===== src/rtl/ppe_pkg.sv =====
// shared types and constants of the particle pool engine
package ppe_pkg;

  // field widths of the item ports
  localparam int POS_W   = 24;
  localparam int LIFE_W  = 16;
  localparam int SIZE_W  = 16;
  localparam int RGBA_W  = 32;
  localparam int SLOT_W  = 6;
  localparam int COUNT_W = 7;

  // life is unsigned Q1.15, full life is 1.0
  localparam logic [LIFE_W-1:0] LIFE_FULL   = 16'd32768;
  localparam logic [LIFE_W-1:0] DECAY_RESET = 16'd328;

  // item kinds
  typedef enum logic [1:0] {
    KIND_SPAWN = 2'd0,
    KIND_TICK  = 2'd1,
    KIND_DRAW  = 2'd2,
    KIND_NONE  = 2'd3
  } kind_e;

  // operations of the shared arithmetic unit
  typedef enum logic {
    ALU_ADD = 1'b0,
    ALU_SUB = 1'b1
  } alu_op_e;

  typedef struct packed {
    logic [POS_W-1:0] sum;
    logic             live;
  } alu_res_t;

  // write enables of the particle stores
  typedef struct packed {
    logic posx;
    logic posy;
    logic life;
    logic rest;
  } wr_en_t;

  // registered read data of one slot
  typedef struct packed {
    logic [POS_W-1:0]  posx;
    logic [POS_W-1:0]  posy;
    logic [POS_W-1:0]  velx;
    logic [POS_W-1:0]  vely;
    logic [LIFE_W-1:0] life;
    logic [SIZE_W-1:0] size;
    logic [RGBA_W-1:0] rgba;
  } store_rd_t;

endpackage


===== src/rtl/ppe_alu.sv =====
// shared adder: position step and life decay with a live flag
module ppe_alu (
  input  ppe_pkg::alu_op_e            op_i,
  input  logic [ppe_pkg::POS_W-1:0]   a_i,
  input  logic [ppe_pkg::POS_W-1:0]   b_i,
  output ppe_pkg::alu_res_t           res_o
);

  logic [ppe_pkg::POS_W:0] b_ext;
  logic [ppe_pkg::POS_W:0] full;

  // one adder, operand b inverted for subtract
  assign b_ext = (op_i == ppe_pkg::ALU_SUB) ? ~{1'b0, b_i} : {1'b0, b_i};
  assign full  = {1'b0, a_i} + b_ext + {{ppe_pkg::POS_W{1'b0}}, (op_i == ppe_pkg::ALU_SUB)};

  // life stays when no borrow and a nonzero difference; top bit set means borrow
  assign res_o.sum  = full[ppe_pkg::POS_W-1:0];
  assign res_o.live = !full[ppe_pkg::POS_W] && (full[ppe_pkg::POS_W-1:0] != '0);

endmodule


===== config.mk =====
export PLATFORM = sky130hd
export DESIGN_NAME = ppe_alu
export DESIGN_NICKNAME = d
export VERILOG_FILES = /design/src/rtl/ppe_pkg.sv /design/src/rtl/ppe_alu.sv
export SDC_FILE = /design/constraint.sdc
export NUM_CORES = 1
export LEC_CHECK = 0
export BUFFER_PORTS_ARGS = -buffer_cell sky130_fd_sc_hd__buf_2
export CORE_MARGIN = 10
export CORE_UTILIZATION = 35
export DETAILED_ROUTE_END_ITERATION = 8
export PLACE_DENSITY = 0.64
export SLEW_MARGIN = 20
export SYNTH_ARGS = -nofsm -noshare
export SYNTH_HDL_FRONTEND = slang
export SYNTH_SLANG_ARGS = --single-unit

===== constraint.sdc =====
create_clock -name vclk -period 16.83
set_clock_uncertainty 0.2 [all_clocks]
set_input_delay 4.2075 -clock vclk [all_inputs]
set_output_delay 4.2075 -clock vclk [all_outputs]
set_load 0.01 [all_outputs]

==> impl_metrics.yaml, run 1 <==
status:
  status: "complete, no violations"
finish:
  final_util_pct: 45.69
  stdcell_area_um2: 1989
  area_growth_pct: 26.19
  diodes: 0
  layout_commonest_cell: "buf_2"
  stdcell_count: 338
  drive_above_1_share_pct: 27.27
  seq_cells: 0
  nets: 362
  mostFrequentLayoutCells: "buf_2 (74), xor2_1 (30), ha_1 (24), nor2_1 (18), a21oi_1 (16)"
  seqCellArea_um2: 0
  num-clock-buffers: 0
  multi_input_area_um2: 1516
  fillCellCount: 460
drt:
  vias_per_cell: 5.334
  wl_per_cell_um: 14.19
  dr_total_vias: 1803
  drt-initial-drc-count: 92
  dr.pass1.iters: 4
  post-route-drc-count: 0
  final_antenna_net_count: 0
  finalWirelength_um: 4797
worst_setup_path:
  path_max_fanout: 25
  crit_start: "op_i"
  worst_path_largest_cell_delay_ps: 560
  path_class: "in2out"
  critical_path.cell_chain: "buf_2, xor2_1, inv_1, fa_1, nor2b_1, o31ai_4, a21oi_2, a31oi_1, xnor2_1, or4_1, a2111oi_0, and4bb_1, a31oi_1, buf_2"
  cp-start-kind: "primary input"
  required_ps: 12420
  slowest_stage: "buf_2"
  crit_path_end_kind: "output port"
  cp.arrival_ps: 7680
  critPathCapture: "res_o[0]"
power:
  cellInternalPower_mw: 0.05141
  power_frac_comb_pct: 100.0
  powerDensity_nw_per_um2: 60.67
  p_leak_nw: 1.003
  power_frac_seq_pct: 0
  power_switching_mw: 0.06928
  vdd_drop_max_v: 0.00002370
  pwr-share-clk_pct: 0
  swShare_pct: 57.41
place:
  dpl-instance-area_um2: 1989
  io_buffers: 74
  gp_congestion: 0.8451
  pre_cts_ws_ps: 4698
  dp_hpwl_um: 4166
  place_inst: 338
global_route:
  grt.overflow.total: 0
  grt_max_degree: 26
  grt_pass1_wl_um: 7914
  grt_antenna_before_repair: 0
  grt_usage_pct: 11.77
  grt_pass1_vias: 1772
floorplan:
  die_area_um2: 7589
  fp.dieH_um: 87.12
  ios: 74
  start_util_pct: 36.21
  dieWidth_um: 87.12
  core_um2: 4354
  rows: 24
logic_synthesis:
  synth_area_per_cell_um2: 7.299
  syn_area_um2: 1577
  syn_nets: 290
  synth_cells: 216
  ys_seq_area_share_pct: 0
  synth_cell_types: 51
  yosysWarnings: 0
timing:
  timing.fmax_ghz: 0.08270
  slew_headroom_pct: 51.22
  fin_crit_sh_pct: 71.85
  worst_pin_slew_ps: 731.7
  final.setup.worst_slack_ps: 4738
  drv_slew: 0
  period_minus_slack_ps: 12090
  rsz0062_at_grt: "false"
  setup_viol: 0
  final_hold_viol_count: 0
  tns_ps: 0
flow_run:
  maxCapViolCount: 0
hold_path:
  hp-class: "in2out"
clocking:
  cts.repair.resized: 0
  cts_setup_buffers: 0
  holdBufCountCts: 0
cells in the mapped netlist (2+ instances only):
| library cell | count | area [µm²] |
|---|---|---|
| nand3b_1 | 3 | 22.52 |
| o2111ai_1 | 2 | 17.52 |
| xnor2_1 | 7 | 61.31 |
| nor2b_1 | 2 | 12.51 |
| o21ai_0 | 8 | 40.04 |
| a21boi_1 | 2 | 15.01 |
| clkbuf_1 | 3 | 11.26 |
| nand2_1 | 12 | 45.04 |
| ha_1 | 24 | 300.3 |
| a21oi_1 | 16 | 80.08 |
| a21o_1 | 4 | 30.03 |
| a31oi_1 | 4 | 25.02 |
| or4_1 | 2 | 15.01 |
| o21ai_1 | 6 | 30.03 |
| and2_1 | 4 | 25.02 |
| o21a_1 | 4 | 30.03 |
| and3_1 | 5 | 31.28 |
| inv_1 | 10 | 37.54 |
| nand4_1 | 4 | 25.02 |
| nor2_1 | 18 | 67.56 |
| a2111oi_0 | 2 | 17.52 |
| nor3_1 | 8 | 40.04 |
| nand3_1 | 4 | 20.02 |
| a211oi_1 | 3 | 22.52 |
| xor2_1 | 30 | 262.8 |
| nand2b_1 | 4 | 25.02 |
cell families after synthesis:
group                    synth area share (%)
multiplexers                            2.063
buffers and inverters                   3.810
adder cells (fa/ha/maj)                 20.32
AO/OA/AOI/OAI                           28.41
XOR/XNOR                                20.56
AND/OR/NAND/NOR                         24.84
final cells by class:
type / instances / area share (%)
Timing Repair Buffer: 74 / 18.62
Multi-Input combinational cell: 202 / 76.23
Tap cell: 52 / 3.270
Inverter: 10 / 1.887
layer usage:
layer / track usage [%] / wire [µm] / up-vias
met2: 20.19 / 2244 / 49
met3: 2.154 / 318 / 2
li1: - / - / 947
met1: 15.52 / 2206 / 805
met5: 0 / 0 / -
met4: 0.5797 / 27 / 0
how the worst min path moves through the flow:
stage / start / cells past startpoint / slack, ps / endpoint
2_1_floorplan: b_i[0] / 1 / 8300 / res_o[1]
3_3_place_gp: a_i[0] / 3 / 8570 / res_o[1]
3_5_place_dp: a_i[0] / 3 / 8570 / res_o[1]
4_1_cts: a_i[0] / 3 / 8570 / res_o[1]
5_1_grt: a_i[0] / 3 / 8590 / res_o[1]
6_report: a_i[0] / 3 / 8570 / res_o[1]
power by group through the flow:
stage / Combinational, mW / Clock (mW) / Sequential (mW)
after detailed placement: 0.121 / 0 / 0
after floorplan: 0.0816 / 0 / 0
after global routing: 0.135 / 0 / 0
final: 0.121 / 0 / 0
after global placement: 0.122 / 0 / 0
after CTS: 0.122 / 0 / 0
worst max-delay path: cells and delay by family:
family / cells / cell delay, ps
and+or+nand+nor: 3 / 1020
xor gates and xnor gates: 2 / 400
AOI/OAI and AO/OA: 5 / 810
buffers and inverters: 3 / 800
adders and majority gates: 1 / 430
stage by stage:
| stage | hold WS (ps) | total power, mW |
|---|---|---|
| after floorplan | 8302 | 0.08163 |
| after global placement | 8570 | 0.1216 |
| after CTS | 8573 | 0.1218 |
| final | 8572 | 0.1207 |
| after detailed placement | 8573 | 0.1211 |
| after global routing | 8590 | 0.1354 |
Note: power is estimated with default switching activity, not from simulation.
==> run 2: changes to the inputs <==
- ABC_AREA: not set -> 1
- PLACE_DENSITY: 0.64 -> 0.62
- clock period: 16.83 -> 10.56 ns (I/O delays scaled with it)
==> run 2 against run 1 <==
  * Worst setup slack got worse by 2300 ps
  * Critical endpoint unchanged
  * Clock-buffer cell count stayed put
  * Global-route usage grew 2.0 points
  * Synthesized cell count rose by 110%
  * Final cell count increased by 74%
  * Sequential share of layout area unchanged
  * Hold slack worse by 3200 ps
  * Critical path depth grew 4
  * Total power is 94% higher
  * Sequential cell count is the same
==> impl_metrics.yaml, run 2 <==
logic_synthesis:
  yosysTopAreaCell: "nand2_1"
  synth_area_leaders: "nand2_1 (29%), inv_1 (18%), ha_1 (14%)"
  syn_area_um2: 2211
  yosys-top-cells-count: "nand2_1 (168), inv_1 (104), nand3_1 (30), nor2_1 (30), xor2_1 (26)"
  yosysWarnings: 0
  synth_area_per_cell_um2: 4.991
  syn_nets: 517
  netlist.area_leader.share_pct: 28.52
  synth_cell_types: 22
  yosysMostFrequentCell: "nand2_1"
  ys_seq_area_share_pct: 0
  synth_cells: 443
worst_setup_path:
  crit_path_end_kind: "output port"
  cp_common_cell: "nand2_1"
  path_max_fanout: 25
  critical_path.cell_chain: "buf_2, xnor2_1, fa_1, inv_1, nand3_1, nand3_1, nand2_1, nand2_1, nand2_1, nand2_1, nand2_1, nand2_1, nand3_1, nor2_1, nand2_1, nor2_1, nor2_1, buf_2"
  slowest_stage: "buf_2"
  required_ps: 7720
  cp-start-kind: "primary input"
  path_class: "in2out"
  cp.arrival_ps: 5310
  worst_path_largest_cell_delay_ps: 560
timing:
  holdWs_ps: 5386
  fin_crit_sh_pct: 77.20
  worst_pin_slew_ps: 721.0
  final_hold_viol_count: 0
  rsz0062_at_grt: "false"
  timing.fmax_ghz: 0.1227
  setup_viol: 0
  drv_slew: 0
  slew_headroom_pct: 51.93
  period_minus_slack_ps: 8152
  final.setup.worst_slack_ps: 2408
  tns_ps: 0
global_route:
  grt_usage_pct: 13.78
  grt_pass1_wl_um: 11960
  grt_pass1_vias: 2706
  grt.overflow.total: 0
  grt_max_degree: 26
  grt_antenna_before_repair: 0
hold_path:
  worstHoldPathCells: 3
  hold_end: "res_o[1]"
  holdCritStartpoint: "a_i[0]"
  hp-class: "in2out"
floorplan:
  fp.dieH_um: 99.48
  dieWidth_um: 99.48
  core_um2: 6026
  ios: 74
  rows: 28
  die_area_um2: 9896
  start_util_pct: 36.69
drt:
  final_antenna_net_count: 0
  vias_per_cell: 4.560
  dr_total_vias: 2686
  finalWirelength_um: 6889
  wl_per_cell_um: 11.70
  post-route-drc-count: 0
  drt-initial-drc-count: 133
  dr.pass1.iters: 4
finish:
  seqCellArea_um2: 0
  mostFrequentLayoutCells: "nand2_1 (168), inv_1 (104), buf_2 (74), nor2_1 (30), nand3_1 (30)"
  drive_above_1_share_pct: 17.70
  fillCellCount: 717
  final_util_pct: 44.10
  nets: 590
  num-clock-buffers: 0
  area_growth_pct: 20.20
  seq_cells: 0
  layout_commonest_cell: "nand2_1"
  diodes: 0
flow_run:
  maxCapViolCount: 0
place:
  pre_cts_ws_ps: 2393
  dp_hpwl_um: 6294
  gp_congestion: 0.9163
  io_buffers: 74
clocking:
  cts.repair.resized: 0
  cts_setup_buffers: 0
  holdBufCountCts: 0
power:
  p_leak_nw: 1.758
  powerDensity_nw_per_um2: 87.98
  vdd_drop_max_v: 0.00003140
status:
  status: "complete, no violations"
==> run 2: logic make-up (layout without fill, tap and decap cells) <==
group                      after synthesis  after routing  share of synthesized area, %
AOI/OAI and AO/OA                       14             14                         3.566
xor gates and xnor gates                32             32                         12.68
and+or+nand+nor                        265            265                         50.82
adders and majority gates               25             25                         14.49
buffers and inverters                  107            178                         18.45
==> run 2: how the worst max path moves through the flow <==
stage / slack [ps] / to / cells after the start / start
6_report: 2410 / res_o[0] / 18 / op_i
4_1_cts: 2390 / res_o[0] / 15 / op_i
2_1_floorplan: 3150 / res_o[0] / 14 / op_i
3_3_place_gp: 2440 / res_o[0] / 17 / op_i
3_5_place_dp: 2390 / res_o[0] / 15 / op_i
5_1_grt: 2050 / res_o[0] / 15 / op_i
==> run 2: metrics by stage <==
step	instances	instance area, µm²	power [mW]
after floorplan	443	2211	0.1604
after global placement	589	2658	0.2326
after detailed placement	589	2658	0.2344
after CTS	589	2658	0.2353
after global routing	589	2658	0.2683
final	589	2658	0.2338
==> run 2: power breakdown <==
part           leakage (nW)  internal, mW  switching, mW
Combinational          1.76        0.0863          0.147
Clock                     0             0              0
Sequential                0             0              0
==> run 2: metal layers <==
layer	wire (µm)	vias to the layer above	track usage (%)	share of wire, %
li1	-	1467	-	-
met1	3386	1154	18.50	49
met2	3056	63	23.70	44
met3	423	2	2.007	6.1
met4	23	0	0.4410	0.33
met5	0	-	0	0
==> run 2: final cells by class <==
cell class	count	area, µm²	share of cell area, %
inverter	104	390.4	14.69
multi-input combinational	336	1803	67.84
tap	75	93.84	3.531
timing repair buffer	74	370.4	13.94
==> run 2: worst max-delay path, delay by kind of cell <==
family                   cells  cell delay [ps]
AND/OR/NAND/NOR             13             1140
buffers and inverters        3              760
adder cells (fa/ha/maj)      1              500
XOR/XNOR                     1              250
